`src/hw/rtl/iobrt_pkg.sv`:
```
// Shared types and constants of the I/O buffer reorder tracker.
// Used by the channel interfaces and by the tracker unit; the RAM does not use it.
package iobrt_pkg;

  localparam int unsigned SLOTS   = 16;
  localparam int unsigned SLOT_W  = $clog2(SLOTS);
  localparam int unsigned CNT_W   = SLOT_W + 1;
  localparam int unsigned ORDER_W = 32;

  // Operation codes of an input transaction.
  typedef logic [3:0] op_t;
  localparam op_t OP_TAKE_FREE     = 4'd0;
  localparam op_t OP_READ_DONE     = 4'd1;
  localparam op_t OP_TAKE_FULL     = 4'd2;
  localparam op_t OP_WRITE_DONE    = 4'd3;
  localparam op_t OP_TAKE_FINISHED = 4'd4;
  localparam op_t OP_MARK_COMPLETE = 4'd5;
  localparam op_t OP_RETURN_FREE   = 4'd6;
  localparam op_t OP_RESTART       = 4'd7;
  localparam op_t OP_FORCE_HOME    = 4'd8;

  // Result status codes.
  typedef logic [2:0] stat_t;
  localparam stat_t ST_OK       = 3'd0;
  localparam stat_t ST_NONE     = 3'd1;
  localparam stat_t ST_DUP      = 3'd2;
  localparam stat_t ST_IN_USE   = 3'd3;
  localparam stat_t ST_BAD_SLOT = 3'd4;

  // I/O status codes of a completion.
  localparam logic [1:0] IO_OK  = 2'd0;
  localparam logic [1:0] IO_EOF = 2'd1;

  typedef enum logic [1:0] {
    PH_FREE = 2'd0,
    PH_OUT  = 2'd1,
    PH_FULL = 2'd2,
    PH_FIN  = 2'd3
  } phase_e;

  typedef struct packed {
    logic [3:0]  operation;
    logic [3:0]  slot;
    logic [1:0]  io_status;
    logic        status_eof;
    logic [31:0] bytes_done;
    logic [31:0] bytes_requested;
  } req_t;

  typedef struct packed {
    logic [2:0]  status;
    logic [3:0]  slot_out;
    logic [31:0] order_out;
    logic        last_part;
    logic        io_failed;
    logic        read_possible;
    logic        write_possible;
    logic        finished_ready;
    logic        all_home;
  } rsp_t;

endpackage

```
`src/hw/rtl/iobrt_if.sv`:
```
// Valid/ready channel interfaces of the I/O buffer reorder tracker.
// Depends on iobrt_pkg for the payload types.
interface iobrt_req_if import iobrt_pkg::*; ();
  logic valid;
  logic ready;
  req_t payload;
  modport source (output valid, output payload, input ready);
  modport sink (input valid, input payload, output ready);
endinterface

interface iobrt_rsp_if import iobrt_pkg::*; ();
  logic valid;
  logic ready;
  rsp_t payload;
  modport source (output valid, output payload, input ready);
  modport sink (input valid, input payload, output ready);
endinterface

```
`src/hw/rtl/iobrt_ram.sv`:
```
// Generic simple dual-port RAM: one write port, one read port with registered data.
// Stands alone; no package is needed.
module iobrt_ram #(
  parameter int unsigned WIDTH = 8,
  parameter int unsigned DEPTH = 16
) (
  input  logic                     clk_i,
  input  logic                     we_i,
  input  logic [$clog2(DEPTH)-1:0] waddr_i,
  input  logic [WIDTH-1:0]         wdata_i,
  input  logic [$clog2(DEPTH)-1:0] raddr_i,
  output logic [WIDTH-1:0]         rdata_o
);

  logic [WIDTH-1:0] mem_q [DEPTH];

  always_ff @(posedge clk_i) begin
    if (we_i) begin
      mem_q[waddr_i] <= wdata_i;
    end
    rdata_o <= mem_q[raddr_i];
  end

endmodule

```
`src/hw/rtl/io_buffer_reorder_tracker_unit.sv`:
```
// I/O buffer reorder tracker: pool of buffer slots moved through free, out, full, finished.
// Depends on iobrt_pkg, the iobrt_req_if/iobrt_rsp_if interfaces and iobrt_ram.
//
// Usage. Each operation arrives as one transaction on req_i and produces exactly one
// transaction on rsp_o carrying a status, the handed-out slot with its order tag, and the
// readiness flags of the pool. The user writes the buffer_count register through cfg_we_i
// and cfg_wdata_i only while the block is idle; the block does not enforce this. Growing
// the pool appends new slots to the free list one slot per cycle, taking no transaction.
// The block works on one transaction at a time. The order tags live in a RAM with
// registered read data, and every operation ends with a scan over the slots in use, one slot
// per cycle, which refreshes the cached oldest full and finished slots and the home test.
// Restart, once the source is done, and force home drain slots one by one, each drained slot
// costing one further scan.
// Reset places all sixteen slots on the free list in ascending order, clears all orders and
// flags, and leaves the tag RAM undefined; no clearing pass is needed.
// A result waits in the output register while the receiver stalls; the next transaction is
// still accepted and is processed, but its result is held until the register is freed.
module io_buffer_reorder_tracker_unit
  import iobrt_pkg::*;
(
  input  logic               clk_i,
  input  logic               rst_ni,
  input  logic               cfg_we_i,
  input  logic [4:0]         cfg_wdata_i,
  iobrt_req_if.sink          req_i,
  iobrt_rsp_if.source        rsp_o
);

  // Sequencer state codes.
  localparam logic [2:0] S_IDLE = 3'd0;
  localparam logic [2:0] S_EXEC = 3'd1;
  localparam logic [2:0] S_SCAN = 3'd2;
  localparam logic [2:0] S_RST  = 3'd3;
  localparam logic [2:0] S_DONE = 3'd4;
  localparam logic [2:0] S_GROW = 3'd5;

  // Scan purposes.
  localparam logic [1:0] M_FLAGS = 2'd0;
  localparam logic [1:0] M_CLASH = 2'd1;
  localparam logic [1:0] M_DRAIN = 2'd2;

  logic [2:0] state_q, state_d;

  // Pool registers.
  logic [CNT_W-1:0]   count_q, count_d;
  logic [SLOT_W-1:0]  head_q, head_d;
  logic [CNT_W-1:0]   total_q, total_d;
  logic [ORDER_W-1:0] nro_q, nro_d, nwo_q, nwo_d, nfo_q, nfo_d;
  logic               src_done_q, src_done_d, wr_done_q, wr_done_d;
  phase_e             phase_q [SLOTS];
  phase_e             phase_d [SLOTS];
  logic [SLOTS-1:0]   final_q, final_d, fault_q, fault_d;
  // A free-list entry that was never written since reset or shrink holds its own position.
  logic [SLOTS-1:0]   flv_q, flv_d;
  logic [CNT_W-1:0]   grow_q, grow_d;

  // Latched transaction.
  op_t                op_q, op_d;
  logic [3:0]         slot_q, slot_d;
  logic               rd_last_q, rd_last_d, rd_fault_q, rd_fault_d, wr_fault_q, wr_fault_d;
  logic [ORDER_W-1:0] key_q, key_d;

  // Cached oldest full and finished slots and home test from the last flag scan.
  logic               full_hit_q, full_hit_d, fin_hit_q, fin_hit_d, home_q, home_d;
  logic [SLOT_W-1:0]  full_idx_q, full_idx_d, fin_idx_q, fin_idx_d;
  logic [ORDER_W-1:0] full_tag_q, full_tag_d, fin_tag_q, fin_tag_d;

  // Scan engine.
  logic [1:0]         mode_q, mode_d;
  phase_e             a_ph_q, a_ph_d;
  logic               a_nf_q, a_nf_d;
  logic [CNT_W-1:0]   scan_c_q, scan_c_d;
  logic               pv_q, pv_d;
  logic [SLOT_W-1:0]  pidx_q, pidx_d;
  logic               a_found_q, a_found_d, b_found_q, b_found_d, clash_q, clash_d;
  logic [SLOT_W-1:0]  a_idx_q, a_idx_d, b_idx_q, b_idx_d;
  logic [ORDER_W-1:0] a_tag_q, a_tag_d, b_tag_q, b_tag_d;
  logic [CNT_W-1:0]   cnt_q, cnt_d;

  // Result being built and the output register.
  stat_t              res_st_q, res_st_d;
  logic [3:0]         res_slot_q, res_slot_d;
  logic [ORDER_W-1:0] res_ord_q, res_ord_d;
  logic               res_lp_q, res_lp_d, res_fl_q, res_fl_d;
  logic               rsp_valid_q, rsp_valid_d;
  rsp_t               rsp_q, rsp_d;

  // Memory ports.
  logic               tag_we;
  logic [SLOT_W-1:0]  tag_waddr, tag_raddr;
  logic [ORDER_W-1:0] tag_wdata, tag_rdata;
  logic               fl_we;
  logic [SLOT_W-1:0]  fl_waddr, fl_wdata, fl_rdata;

  iobrt_ram #(.WIDTH(ORDER_W), .DEPTH(SLOTS)) u_tag_ram (
    .clk_i   (clk_i),
    .we_i    (tag_we),
    .waddr_i (tag_waddr),
    .wdata_i (tag_wdata),
    .raddr_i (tag_raddr),
    .rdata_o (tag_rdata)
  );

  iobrt_ram #(.WIDTH(SLOT_W), .DEPTH(SLOTS)) u_free_ram (
    .clk_i   (clk_i),
    .we_i    (fl_we),
    .waddr_i (fl_waddr),
    .wdata_i (fl_wdata),
    .raddr_i (head_q),
    .rdata_o (fl_rdata)
  );

  assign req_i.ready   = (state_q == S_IDLE);
  assign rsp_o.valid   = rsp_valid_q;
  assign rsp_o.payload = rsp_q;

  logic               start_scan;
  logic               push_en;
  logic [SLOT_W-1:0]  push_slot;
  logic [SLOT_W-1:0]  take_idx;
  logic               slot_ok;
  phase_e             tgt_ph;
  logic [CNT_W-1:0]   cfg_n;
  logic [CNT_W:0]     home_sum;
  phase_e             cur_ph;

  always_comb begin
    state_d    = state_q;
    count_d    = count_q;
    head_d     = head_q;
    total_d    = total_q;
    nro_d      = nro_q;
    nwo_d      = nwo_q;
    nfo_d      = nfo_q;
    src_done_d = src_done_q;
    wr_done_d  = wr_done_q;
    phase_d    = phase_q;
    final_d    = final_q;
    fault_d    = fault_q;
    flv_d      = flv_q;
    grow_d     = grow_q;
    op_d       = op_q;
    slot_d     = slot_q;
    rd_last_d  = rd_last_q;
    rd_fault_d = rd_fault_q;
    wr_fault_d = wr_fault_q;
    key_d      = key_q;
    full_hit_d = full_hit_q;
    full_idx_d = full_idx_q;
    full_tag_d = full_tag_q;
    fin_hit_d  = fin_hit_q;
    fin_idx_d  = fin_idx_q;
    fin_tag_d  = fin_tag_q;
    home_d     = home_q;
    mode_d     = mode_q;
    a_ph_d     = a_ph_q;
    a_nf_d     = a_nf_q;
    scan_c_d   = scan_c_q;
    pv_d       = pv_q;
    pidx_d     = pidx_q;
    a_found_d  = a_found_q;
    a_idx_d    = a_idx_q;
    a_tag_d    = a_tag_q;
    b_found_d  = b_found_q;
    b_idx_d    = b_idx_q;
    b_tag_d    = b_tag_q;
    cnt_d      = cnt_q;
    clash_d    = clash_q;
    res_st_d   = res_st_q;
    res_slot_d = res_slot_q;
    res_ord_d  = res_ord_q;
    res_lp_d   = res_lp_q;
    res_fl_d   = res_fl_q;
    rsp_valid_d = rsp_valid_q && !rsp_o.ready;
    rsp_d      = rsp_q;

    tag_we     = 1'b0;
    tag_waddr  = take_idx;
    tag_wdata  = nro_q;
    tag_raddr  = (state_q == S_IDLE) ? req_i.payload.slot : scan_c_q[SLOT_W-1:0];
    start_scan = 1'b0;
    push_en    = 1'b0;
    push_slot  = slot_q;

    slot_ok  = ({1'b0, slot_q} < count_q);
    tgt_ph   = (op_q == OP_READ_DONE) ? PH_FULL : PH_FIN;
    take_idx = flv_q[head_q] ? fl_rdata : head_q;
    home_sum = {1'b0, total_q} + {1'b0, cnt_q};
    cur_ph   = phase_q[pidx_q];

    unique case (state_q)
      S_IDLE: begin
        if (req_i.valid) begin
          op_d       = req_i.payload.operation;
          slot_d     = req_i.payload.slot;
          rd_last_d  = (req_i.payload.io_status == IO_EOF) || req_i.payload.status_eof ||
                       ((req_i.payload.io_status == IO_OK) &&
                        (req_i.payload.bytes_done != req_i.payload.bytes_requested));
          rd_fault_d = req_i.payload.io_status[1];
          wr_fault_d = (req_i.payload.io_status != IO_OK);
          res_st_d   = ST_OK;
          res_slot_d = '0;
          res_ord_d  = '0;
          res_lp_d   = 1'b0;
          res_fl_d   = 1'b0;
          state_d    = S_EXEC;
        end
      end

      S_EXEC: begin
        // Flag scan afterwards unless an arm below chooses otherwise.
        start_scan = 1'b1;
        mode_d     = M_FLAGS;
        a_ph_d     = PH_FULL;
        a_nf_d     = 1'b0;
        priority case (op_q)
          OP_TAKE_FREE: begin
            if (total_q == '0) begin
              res_st_d = ST_NONE;
            end else begin
              tag_we            = 1'b1;
              phase_d[take_idx] = PH_OUT;
              nro_d             = nro_q + 1'b1;
              head_d            = head_q + 1'b1;
              total_d           = total_q - 1'b1;
              res_slot_d        = take_idx;
              res_ord_d         = nro_q;
              res_lp_d          = final_q[take_idx];
              res_fl_d          = fault_q[take_idx];
            end
          end
          OP_READ_DONE, OP_WRITE_DONE: begin
            if (!slot_ok) begin
              res_st_d = ST_BAD_SLOT;
            end else if (phase_q[slot_q] != PH_OUT) begin
              res_st_d = (phase_q[slot_q] == tgt_ph) ? ST_DUP : ST_BAD_SLOT;
            end else begin
              key_d  = tag_rdata;
              mode_d = M_CLASH;
            end
          end
          OP_TAKE_FULL: begin
            if (!full_hit_q || (full_tag_q != nwo_q)) begin
              res_st_d = ST_NONE;
            end else begin
              phase_d[full_idx_q] = PH_OUT;
              if (!fault_q[full_idx_q]) begin
                if (final_q[full_idx_q]) begin
                  wr_done_d = 1'b1;
                end
                nwo_d = nwo_q + 1'b1;
              end
              res_slot_d = full_idx_q;
              res_ord_d  = full_tag_q;
              res_lp_d   = final_q[full_idx_q];
              res_fl_d   = fault_q[full_idx_q];
            end
          end
          OP_TAKE_FINISHED: begin
            if (!fin_hit_q || (fin_tag_q != nfo_q)) begin
              res_st_d = ST_NONE;
            end else begin
              phase_d[fin_idx_q] = PH_OUT;
              res_slot_d = fin_idx_q;
              res_ord_d  = fin_tag_q;
              res_lp_d   = final_q[fin_idx_q];
              res_fl_d   = fault_q[fin_idx_q];
            end
          end
          OP_MARK_COMPLETE: begin
            nfo_d = nfo_q + 1'b1;
          end
          OP_RETURN_FREE: begin
            if (!slot_ok) begin
              res_st_d = ST_BAD_SLOT;
            end else if (phase_q[slot_q] == PH_FREE) begin
              res_st_d = ST_DUP;
            end else begin
              push_en = 1'b1;
            end
          end
          OP_RESTART: begin
            if (src_done_q) begin
              mode_d = M_DRAIN;
              a_nf_d = 1'b1;
            end else begin
              start_scan = 1'b0;
              state_d    = S_RST;
            end
          end
          OP_FORCE_HOME: begin
            mode_d = M_DRAIN;
          end
          default: begin
          end
        endcase
      end

      S_SCAN: begin
        if (scan_c_q < count_q) begin
          pv_d     = 1'b1;
          pidx_d   = scan_c_q[SLOT_W-1:0];
          scan_c_d = scan_c_q + 1'b1;
        end else begin
          pv_d = 1'b0;
        end
        if (pv_q) begin
          if ((cur_ph == a_ph_q) && (!a_nf_q || final_q[pidx_q]) &&
              (!a_found_q || (tag_rdata < a_tag_q))) begin
            a_found_d = 1'b1;
            a_idx_d   = pidx_q;
            a_tag_d   = tag_rdata;
          end
          if ((cur_ph == PH_FIN) && (!b_found_q || (tag_rdata < b_tag_q))) begin
            b_found_d = 1'b1;
            b_idx_d   = pidx_q;
            b_tag_d   = tag_rdata;
          end
          if ((cur_ph == PH_FULL) || (cur_ph == PH_FIN)) begin
            cnt_d = cnt_q + 1'b1;
          end
          if ((pidx_q != slot_q) && (cur_ph == tgt_ph) && (tag_rdata == key_q)) begin
            clash_d = 1'b1;
          end
        end else if (scan_c_q == count_q) begin
          unique case (mode_q)
            M_FLAGS: begin
              full_hit_d = a_found_q;
              full_idx_d = a_idx_q;
              full_tag_d = a_tag_q;
              fin_hit_d  = b_found_q;
              fin_idx_d  = b_idx_q;
              fin_tag_d  = b_tag_q;
              home_d     = (home_sum == {1'b0, count_q});
              state_d    = S_DONE;
            end
            M_CLASH: begin
              if (clash_q) begin
                res_st_d = ST_DUP;
              end else if (op_q == OP_READ_DONE) begin
                final_d[slot_q] = rd_last_q;
                fault_d[slot_q] = rd_fault_q;
                if (rd_last_q) begin
                  src_done_d = 1'b1;
                end
                phase_d[slot_q] = PH_FULL;
              end else begin
                fault_d[slot_q] = wr_fault_q;
                phase_d[slot_q] = PH_FIN;
              end
              start_scan = 1'b1;
              mode_d     = M_FLAGS;
            end
            M_DRAIN: begin
              if (a_found_q) begin
                push_en    = 1'b1;
                push_slot  = a_idx_q;
                start_scan = 1'b1;
              end else if ((op_q == OP_FORCE_HOME) && (a_ph_q == PH_FULL)) begin
                a_ph_d     = PH_FIN;
                start_scan = 1'b1;
              end else if (op_q == OP_FORCE_HOME) begin
                start_scan = 1'b1;
                mode_d     = M_FLAGS;
                a_ph_d     = PH_FULL;
                a_nf_d     = 1'b0;
              end else begin
                state_d = S_RST;
              end
            end
            default: begin
              state_d = S_DONE;
            end
          endcase
        end
      end

      S_RST: begin
        if (total_q != count_q) begin
          res_st_d = ST_IN_USE;
        end else begin
          src_done_d = 1'b0;
          wr_done_d  = 1'b0;
          nro_d      = '0;
          nwo_d      = '0;
          nfo_d      = '0;
        end
        start_scan = 1'b1;
        mode_d     = M_FLAGS;
        a_ph_d     = PH_FULL;
        a_nf_d     = 1'b0;
      end

      S_DONE: begin
        if (!rsp_valid_q || rsp_o.ready) begin
          rsp_valid_d          = 1'b1;
          rsp_d.status         = res_st_q;
          rsp_d.slot_out       = res_slot_q;
          rsp_d.order_out      = res_ord_q;
          rsp_d.last_part      = res_lp_q;
          rsp_d.io_failed      = res_fl_q;
          rsp_d.read_possible  = (total_q != '0) && !src_done_q;
          rsp_d.write_possible = !wr_done_q && full_hit_q && (full_tag_q == nwo_q);
          rsp_d.finished_ready = fin_hit_q && (fin_tag_q == nfo_q);
          rsp_d.all_home       = home_q;
          state_d              = S_IDLE;
        end
      end

      S_GROW: begin
        push_en   = 1'b1;
        push_slot = grow_q[SLOT_W-1:0];
        grow_d    = grow_q + 1'b1;
        if (grow_d == count_q) begin
          state_d = S_IDLE;
        end
      end

      default: begin
        state_d = S_IDLE;
      end
    endcase

    // Append a slot at the tail of the free list.
    fl_we    = 1'b0;
    fl_waddr = head_q + total_q[SLOT_W-1:0];
    fl_wdata = push_slot;
    if (push_en) begin
      phase_d[push_slot] = PH_FREE;
      if (total_q < CNT_W'(SLOTS)) begin
        fl_we           = 1'b1;
        flv_d[fl_waddr] = 1'b1;
        total_d         = total_q + 1'b1;
      end
    end

    if (start_scan) begin
      state_d   = S_SCAN;
      scan_c_d  = '0;
      pv_d      = 1'b0;
      a_found_d = 1'b0;
      b_found_d = 1'b0;
      cnt_d     = '0;
      clash_d   = 1'b0;
    end

    // Configuration: only takes effect while every slot in use is free.
    cfg_n = cfg_wdata_i;
    if (cfg_n == '0) begin
      cfg_n = CNT_W'(1);
    end else if (cfg_n > CNT_W'(SLOTS)) begin
      cfg_n = CNT_W'(SLOTS);
    end
    if (cfg_we_i && (total_q == count_q) && (cfg_n != count_q)) begin
      count_d = cfg_n;
      if (cfg_n < count_q) begin
        head_d  = '0;
        total_d = cfg_n;
        flv_d   = '0;
      end else begin
        grow_d  = count_q;
        state_d = S_GROW;
      end
    end
  end

  always_ff @(posedge clk_i or negedge rst_ni) begin
    if (!rst_ni) begin
      state_q     <= S_IDLE;
      count_q     <= CNT_W'(SLOTS);
      head_q      <= '0;
      total_q     <= CNT_W'(SLOTS);
      nro_q       <= '0;
      nwo_q       <= '0;
      nfo_q       <= '0;
      src_done_q  <= 1'b0;
      wr_done_q   <= 1'b0;
      for (int i = 0; i < SLOTS; i++) begin
        phase_q[i] <= PH_FREE;
      end
      final_q     <= '0;
      fault_q     <= '0;
      flv_q       <= '0;
      full_hit_q  <= 1'b0;
      fin_hit_q   <= 1'b0;
      home_q      <= 1'b1;
      mode_q      <= M_FLAGS;
      a_ph_q      <= PH_FULL;
      a_nf_q      <= 1'b0;
      scan_c_q    <= '0;
      pv_q        <= 1'b0;
      a_found_q   <= 1'b0;
      b_found_q   <= 1'b0;
      clash_q     <= 1'b0;
      cnt_q       <= '0;
      grow_q      <= '0;
      rsp_valid_q <= 1'b0;
    end else begin
      state_q     <= state_d;
      count_q     <= count_d;
      head_q      <= head_d;
      total_q     <= total_d;
      nro_q       <= nro_d;
      nwo_q       <= nwo_d;
      nfo_q       <= nfo_d;
      src_done_q  <= src_done_d;
      wr_done_q   <= wr_done_d;
      phase_q     <= phase_d;
      final_q     <= final_d;
      fault_q     <= fault_d;
      flv_q       <= flv_d;
      full_hit_q  <= full_hit_d;
      fin_hit_q   <= fin_hit_d;
      home_q      <= home_d;
      mode_q      <= mode_d;
      a_ph_q      <= a_ph_d;
      a_nf_q      <= a_nf_d;
      scan_c_q    <= scan_c_d;
      pv_q        <= pv_d;
      a_found_q   <= a_found_d;
      b_found_q   <= b_found_d;
      clash_q     <= clash_d;
      cnt_q       <= cnt_d;
      grow_q      <= grow_d;
      rsp_valid_q <= rsp_valid_d;
    end
  end

  // Payload registers need no reset.
  always_ff @(posedge clk_i) begin
    op_q       <= op_d;
    slot_q     <= slot_d;
    rd_last_q  <= rd_last_d;
    rd_fault_q <= rd_fault_d;
    wr_fault_q <= wr_fault_d;
    key_q      <= key_d;
    full_idx_q <= full_idx_d;
    full_tag_q <= full_tag_d;
    fin_idx_q  <= fin_idx_d;
    fin_tag_q  <= fin_tag_d;
    pidx_q     <= pidx_d;
    a_idx_q    <= a_idx_d;
    a_tag_q    <= a_tag_d;
    b_idx_q    <= b_idx_d;
    b_tag_q    <= b_tag_d;
    res_st_q   <= res_st_d;
    res_slot_q <= res_slot_d;
    res_ord_q  <= res_ord_d;
    res_lp_q   <= res_lp_d;
    res_fl_q   <= res_fl_d;
    rsp_q      <= rsp_d;
  end

  // In the idle state, the free list holds no more slots than are in use.
  a_free_bound: assert property (@(posedge clk_i) disable iff (!rst_ni)
    (state_q == S_IDLE) |-> (total_q <= count_q))
    else $error("free list larger than the slot count");

  // An accepted transaction always goes straight to execution.
  a_accept_exec: assert property (@(posedge clk_i) disable iff (!rst_ni)
    (req_i.valid && req_i.ready) |=> (state_q == S_EXEC))
    else $error("accepted transaction not executed");

  // A failed operation hands out no slot.
  a_fail_clean: assert property (@(posedge clk_i) disable iff (!rst_ni)
    (rsp_valid_q && (rsp_q.status != ST_OK)) |->
    ((rsp_q.slot_out == '0) && (rsp_q.order_out == '0) && !rsp_q.last_part))
    else $error("failed result carries a slot");

endmodule
```
`src/flat_wrapper.sv`:
```
// flat-port wrapper written by rule: the top's interface ports become plain ports
module io_buffer_reorder_tracker_unit_flat import iobrt_pkg::*;
  (clk_i, rst_ni, cfg_we_i, cfg_wdata_i, req_i_valid, req_i_payload, req_i_ready, rsp_o_valid, rsp_o_payload, rsp_o_ready);
  iobrt_req_if req_i_i ();
  iobrt_rsp_if rsp_o_i ();
  input  logic clk_i;
  input  logic rst_ni;
  input  logic cfg_we_i;
  input  logic [4:0] cfg_wdata_i;
  input wire logic [$bits(req_i_i.valid)-1:0] req_i_valid;
  input wire logic [$bits(req_i_i.payload)-1:0] req_i_payload;
  output wire logic [$bits(req_i_i.ready)-1:0] req_i_ready;
  output wire logic [$bits(rsp_o_i.valid)-1:0] rsp_o_valid;
  output wire logic [$bits(rsp_o_i.payload)-1:0] rsp_o_payload;
  input wire logic [$bits(rsp_o_i.ready)-1:0] rsp_o_ready;
  assign req_i_i.valid = req_i_valid;
  assign req_i_i.payload = req_i_payload;
  assign req_i_ready = req_i_i.ready;
  assign rsp_o_valid = rsp_o_i.valid;
  assign rsp_o_payload = rsp_o_i.payload;
  assign rsp_o_i.ready = rsp_o_ready;
  io_buffer_reorder_tracker_unit u_core (.clk_i(clk_i), .rst_ni(rst_ni), .cfg_we_i(cfg_we_i), .cfg_wdata_i(cfg_wdata_i), .req_i(req_i_i), .rsp_o(rsp_o_i));
endmodule
```
`config.mk`:
```
export PLATFORM = sky130hd
export DESIGN_NAME = io_buffer_reorder_tracker_unit_flat
export DESIGN_NICKNAME = d
export VERILOG_FILES = /design/src/hw/rtl/iobrt_pkg.sv /design/src/hw/rtl/iobrt_if.sv /design/src/hw/rtl/iobrt_ram.sv /design/src/hw/rtl/io_buffer_reorder_tracker_unit.sv /design/src/flat_wrapper.sv
export SDC_FILE = /design/constraint.sdc
export NUM_CORES = 2
export LEC_CHECK = 0
export ABC_AREA = 1
export BUFFER_PORTS_ARGS = -buffer_cell sky130_fd_sc_hd__buf_2
export CAP_MARGIN = 10
export CORE_AREA = 2 2 421 319
export DETAILED_ROUTE_END_ITERATION = 7
export DIE_AREA = 0 0 423 321
export HOLD_SLACK_MARGIN = 0.1
export SETUP_SLACK_MARGIN = 0.15
export SYNTH_ARGS = -nofsm -noshare
export SYNTH_HDL_FRONTEND = slang
export SYNTH_SLANG_ARGS = --single-unit
```
`constraint.sdc`:
```
create_clock -name clk_i -period 5.5 [get_ports clk_i]
set_input_delay 0.275 -clock clk_i [delete_from_list [all_inputs] [get_ports clk_i]]
set_output_delay 0.275 -clock clk_i [all_outputs]
set_load 0.01 [all_outputs]
```
-- After elaboration in Yosys (flattened, before gate mapping)
Memory sizes are Yosys's and may differ from the RTL's. A register that Yosys moved wholly into a read port is not among the register bits.
Index checks and enable logic that the tools add are counted.
- output and inout port bits: 47
- logic and storage cells: 528
- flip-flop bits (word level): 500
- memories: 2
- input bits: 85
- bits in writable memories: 576
- reductions and logical operators: 87
- multiplexer cells: 233
- add/subtract/negate cells: 11
- bitwise operators: 25
- equal/unequal tests: 72
- $lt $le $gt $ge: 27
- memory list (name ; words ; bits a word ; rd ports ; clocked after Yosys merged registers in ; write ports ; RTL line ; RTL):
    u_core.u_tag_ram.mem_q ; 16 ; 32 ; 1 ; 1 ; 1 ; iobrt_ram.sv:15 ; logic [WIDTH-1:0] mem_q [DEPTH];
    u_core.u_free_ram.mem_q ; 16 ; 4 ; 1 ; 1 ; 1 ; iobrt_ram.sv:15 ;
- operator list (operator ; number):
    $mux W32 ; 20
    $pmux W32 S2 ; 5
    $pmux W32 S3 ; 2
    $add A32 B1 Y32 const B ; 3
    $eq A32 B32 Y1 ; 3
    $ne A32 B32 Y1 ; 3
    $mux W5 ; 19
    $mux W3 ; 27
    $mux W16 ; 5
    $or A16 B16 Y16 ; 5
    $mux W1 ; 77
    $and A16 B16 Y16 ; 4
    $lt A32 B32 Y1 ; 2
    $not A16 Y16 ; 4
    $mux W4 ; 15
    $bwmux W16 ; 3
    $mux W2 ; 22
    $demux W2 S4 ; 5
    $lt A4 B5 Y1 const B ; 7
    $and A32 B32 Y32 ; 1
    $bmux W1 S4 ; 8
    $not A32 Y32 ; 1
    $or A32 B32 Y32 ; 1
    $ge A5 B5 Y1 const B ; 6
    other kinds (66) ; 207

-- Logic depth before layout (Yosys ltp)
- depth in word-level cells: 15
- gate-level depth with buffers: 18

-- Hierarchy
Synthesis repeated with hierarchy kept, for this count alone.
- cell total of the unflattened synthesis: 5823
- area, all modules: 54609.9 um^2
- by module, submodules not included (module ; sequential area each (um^2) ; cells each ; area an instance (um^2) ; instances):
    io_buffer_reorder_tracker_unit ; 13877.1 ; 3413 ; 28899.0 ; 1
    iobrt_ram (u_core.u_tag_ram) ; 16015.4 ; 2120 ; 22744.3 ; 1
    iobrt_ram (u_core.u_free_ram) ; 2001.9 ; 290 ; 2966.6 ; 1

-- Worst setup path after synthesis
No wires, ideal clock.
- kind: flip-flop to flip-flop
- from: register u_core.head_q[1]
- to: memory u_core.u_tag_ram.mem_q[1][0] in the netlist's numbering (enable)
- setup slack: 0.311 ns
- arrival: 4.687 ns
- library setup time: 0.501 ns
- stages on the path, launching flop included: 12
- cell sequence: dfrtp_1 inv_1 buf_2 nand3_1 nand3_2 nand3_4 nand2_4 buf_8 nand2_1 o21ai_2 nand2_2 nor4_1
- word-level cells in the longest chain between the ends: 3
- ends and longest elaborated chain (item ; RTL line ; RTL):
    start, declared ; io_buffer_reorder_tracker_unit.sv:46 ; logic [SLOT_W-1:0] head_q, head_d;
    start signal, assigned ; io_buffer_reorder_tracker_unit.sv:471 ; head_q <= '0;
    start signal, assigned ; io_buffer_reorder_tracker_unit.sv:501 ; head_q <= head_d;
    $bmux W1 S4 ; io_buffer_reorder_tracker_unit.sv:187 ; take_idx = flv_q[head_q] ? fl_rdata : head_q;
    $mux W1 (implied by the code) ; io_buffer_reorder_tracker_unit.sv:187 ;
    $mux W4 (*) ; io_buffer_reorder_tracker_unit.sv:187 ;
    end, declared ; iobrt_ram.sv:15 ;
Every way passes the cells marked *; elsewhere a longest branch is shown, timed or not. The select of a mux whose other input is x is not followed.

-- Worst setup path after layout
- from: register u_core.head_q[0]
- to: memory u_core.u_tag_ram.mem_q[13][30] in the netlist's numbering (enable)
Same word-level chain as after synthesis.

==> flow_metrics.tcl <==
set metrics [dict create \
    run_status "finished, final reports clean" \
    synth-warning-count 0 \
    synth_edf_count 853 \
    final.setup_skew_ns 0.111 \
    cp.buffers_inverters 4 \
    final_layout_size_suffix_gt1_share_pct 9.25 \
    period_needed_ns 4.07 \
    power_uw 27100 \
    p_leak_uw 0.0226 \
    drcViolationCount 0 \
    setup_violations 0 \
    ys_async_sr_fraction_pct 20.0 \
    yosysTopAreaCell "edfxtp_1" \
    place.gp.congestion 1.01 \
    hold_start "req_i_payload[59]" \
    critPathCaptureType "register" \
    critPathMaxStageDelay_ns 0.57 \
    worstHoldPathType "input port to register" \
    fin_crit_sh_pct 74.0 \
    final_common_cell "nand2_1" \
    startpoint_type "register" \
    cts_setup_buffers 0 \
    vdd_drop_max_uv 362 \
    timing.rr.start "u_core.head_q[0]" \
    p_per_area_nw_per_um2 458 \
    fin_ws_ns 1.43 \
    drt_first_pass_iters 6 \
    h-tree-depth 3 \
    netlist_area_um2 52400 \
    cts_resized 0 \
    fmax_mhz 246 \
    ant_nets 0 \
    crit_path_max_fanout 44 \
    drt_wl_total_um 172000 \
    utilization_pct 44.8 \
    coreArea_um2 132000 \
    cp.required_ns 5.94 \
    grt_pass1_wl_um 252000 \
    dp_slack_ns 1.43 \
    hold_viol 0 \
    grt_pass1_vias 37100 \
    crit_top_cell "nand2_1" \
    viasPerCell 5.61 \
    io_buffers 131 \
    critPathTopFamily "simple AND/OR/NAND/NOR gates" \
    r2r_setup_slack_ns 1.43 \
    crit_type "register to register" \
    ios 132 \
    relSlewSlack_pct 10.2 \
    grt_max_degree 156 \
    syn_nets 5344 \
    start_util_pct 39.7 \
    dp.final_hpwl_um 118000 \
    cts_buffers 109 \
    max-cap-violations 0 \
    clockRootBuffer "clkbuf_16" \
    clk_pin_slew_ns 0.06 \
    dieArea_um2 136000 \
    grt_overflow 0 \
    hold_slack_ns 0.184 \
    nets 5472 \
    cp_num_cells 15 \
    ctsLongestPathBuffers 3 \
    tightest_slew_ns 1.34 \
    synthCells 5161 \
    synth-main-ff-cell "edfxtp_1" \
    rsz0062_at_grt "no" \
    synth_top_area_share_pct 48.9 \
    tns_ns 0 \
    num_rows 116 \
    die_h_um 321 \
    avgSynthCellArea_um2 10.1 \
    synthToLayoutAreaGrowth_pct 12.9 \
    insertion_delay_ns 0.79 \
    routed-via-count 40100 \
    ys_seq_area_share_pct 60.9 \
    mostFrequentLayoutCells "nand2_1 (865), edfxtp_1 (853), nor2_1 (640)" \
    cts.sinks 1111 \
    crit_arrival_ns 4.51 \
    wl_per_cell_um 24.0 \
    slew_viol_final 0 \
    slowest_stage "nor2_4" \
    hold_path_depth 7 \
    crit_chain "buf_4 > inv_2 > nand2_1 > nand2_1 > nand2_1 > nand3_1 > nand3_2 > nand2_4 > nand2_2 > nand2_2 > nand3_2 > inv_1 > nand2_1 > nor2_4 > buf_4" \
    worst_r2r_path_depth 15 \
    ys_top_cells_by_area "edfxtp_1 (49%), dfrtp_1 (10%), nand2_1 (6.2%)" \
    hold_end "u_core.rd_last_q" \
    cts_tree "yes" \
    yosysUniqueCellTypes 59 \
    ys_ff_latch 1111 \
    antenna_found_initial 2 \
    first_iter_violations 5140 \
    grt_use_total_pct 24.8 \
    die_w_um 423 \
    r2r-end "u_core.u_tag_ram.mem_q[13][30]" \
]
-- stage by stage --
stage | area (um^2) | cells
6_report | 59100 | 7158
5_1_grt | 59100 | 7156
4_1_cts | 59100 | 7156
3_5_place_dp | 55200 | 6926
3_3_place_gp | 55200 | 6926
2_1_floorplan | 52400 | 5161
-- kinds of logic (layout without fill, tap and decap cells) --
logic type                 Yosys count  count (layout)  synth area share, %
muxes                                1               1               0.0191
adders and majority gates           98              98                 2.37
xor gates and xnor gates           152             152                 2.54
and+or+nand+nor                   2075            2075                 17.1
AOI/OAI and AO/OA                 1017            1017                 11.8
DFF                               1111            1111                 60.9
buffers and inverters              707             932                 5.26
other                                0               2                    0
-- power breakdown --
group	switching (uW)	internal, uW
logic	6020	2370
registers	985	9980
clock network	3480	4250
-- synth_stat cells, types with 6 or more instances --
cell type / count
nand4_1: 120
buf_1: 11
nand2_2: 11
ha_1: 96
o21ai_1: 33
inv_1: 476
nor3b_1: 12
nor3_1: 105
inv_2: 20
nor2_1: 654
o211ai_1: 55
nand3_1: 197
o31ai_1: 37
nand2_1: 866
xor2_1: 97
a31oi_1: 21
buf_6: 6
or2_2: 14
nor4_1: 46
nand3_2: 9
o21ai_2: 7
a21oi_1: 154
edfxtp_1: 853
a22oi_1: 24
o221ai_1: 154
o22ai_1: 48
buf_2: 32
o21ai_0: 456
clkbuf_1: 155
dfxtp_1: 36
dfrtp_1: 219
nor2_2: 13
xnor2_1: 55
-- tightest hold or removal path, stage by stage --
cell     delay, ns
buf_2         0.08
nand2_1       0.04
nand3_1       0.07
nor3_1        0.04
nand4_1       0.06
o21ai_0       0.09
nand2_1       0.13
-- routing by layer --
| layer | track usage, % | vias up | wire length [um] |
|---|---|---|---|
| met3 | 4.02 | 248 | 14600 |
| met2 | 36.5 | 1875 | 73800 |
| li1 | - | 18400 | - |
| met5 | 0 | - | 23 |
| met1 | 38.0 | 19600 | 78900 |
| met4 | 6.03 | 4 | 4240 |
-- sequential cells by signal (all words and copies together) (netlist names), 16 cells and up --
name and cells:
u_core.a_tag_q 32, u_core.b_tag_q 32, u_core.fault_q 16, u_core.fin_tag_q 32
u_core.final_q 16, u_core.flv_q 16, u_core.full_tag_q 32, u_core.key_q 32
u_core.nfo_q 32, u_core.nro_q 32, u_core.nwo_q 32, u_core.phase_q 32
u_core.res_ord_q 32, u_core.rsp_o.payload 45, u_core.u_free_ram.mem_q 64, u_core.u_tag_ram.mem_q 512
u_core.u_tag_ram.rdata_o 32
-- worst max-delay path by stage --
stage	startpoint	to	slack, ns
2_1_floorplan	u_core.head_q[1]	u_core.u_tag_ram.mem_q[1][0]	0.31
3_3_place_gp	u_core.head_q[0]	u_core.u_tag_ram.mem_q[6][14]	1.50
3_5_place_dp	u_core.head_q[0]	u_core.u_tag_ram.mem_q[13][29]	1.43
4_1_cts	u_core.head_q[0]	u_core.u_tag_ram.mem_q[13][30]	1.43
5_1_grt	u_core.head_q[0]	u_core.u_tag_ram.mem_q[13][29]	1.18
6_report	u_core.head_q[0]	u_core.u_tag_ram.mem_q[13][30]	1.43
-- area by class of cell --
class	count	area (um^2)
inverters	499	1880
diodes	2	5.00
multi-input cells	3343	17900
fillers	12500	73000
clock buffers	135	2850
repair buffers	225	1510
clock inverters	73	840
flip-flops and latches	1111	31900
well taps	1770	2210
-- timing repair --
item	in CTS	in global routing
hold endpoints to repair	180	0
hold buffers	22	0
endpoints found under the setup margin	0	0
Power figures use the tool's default switching activity.
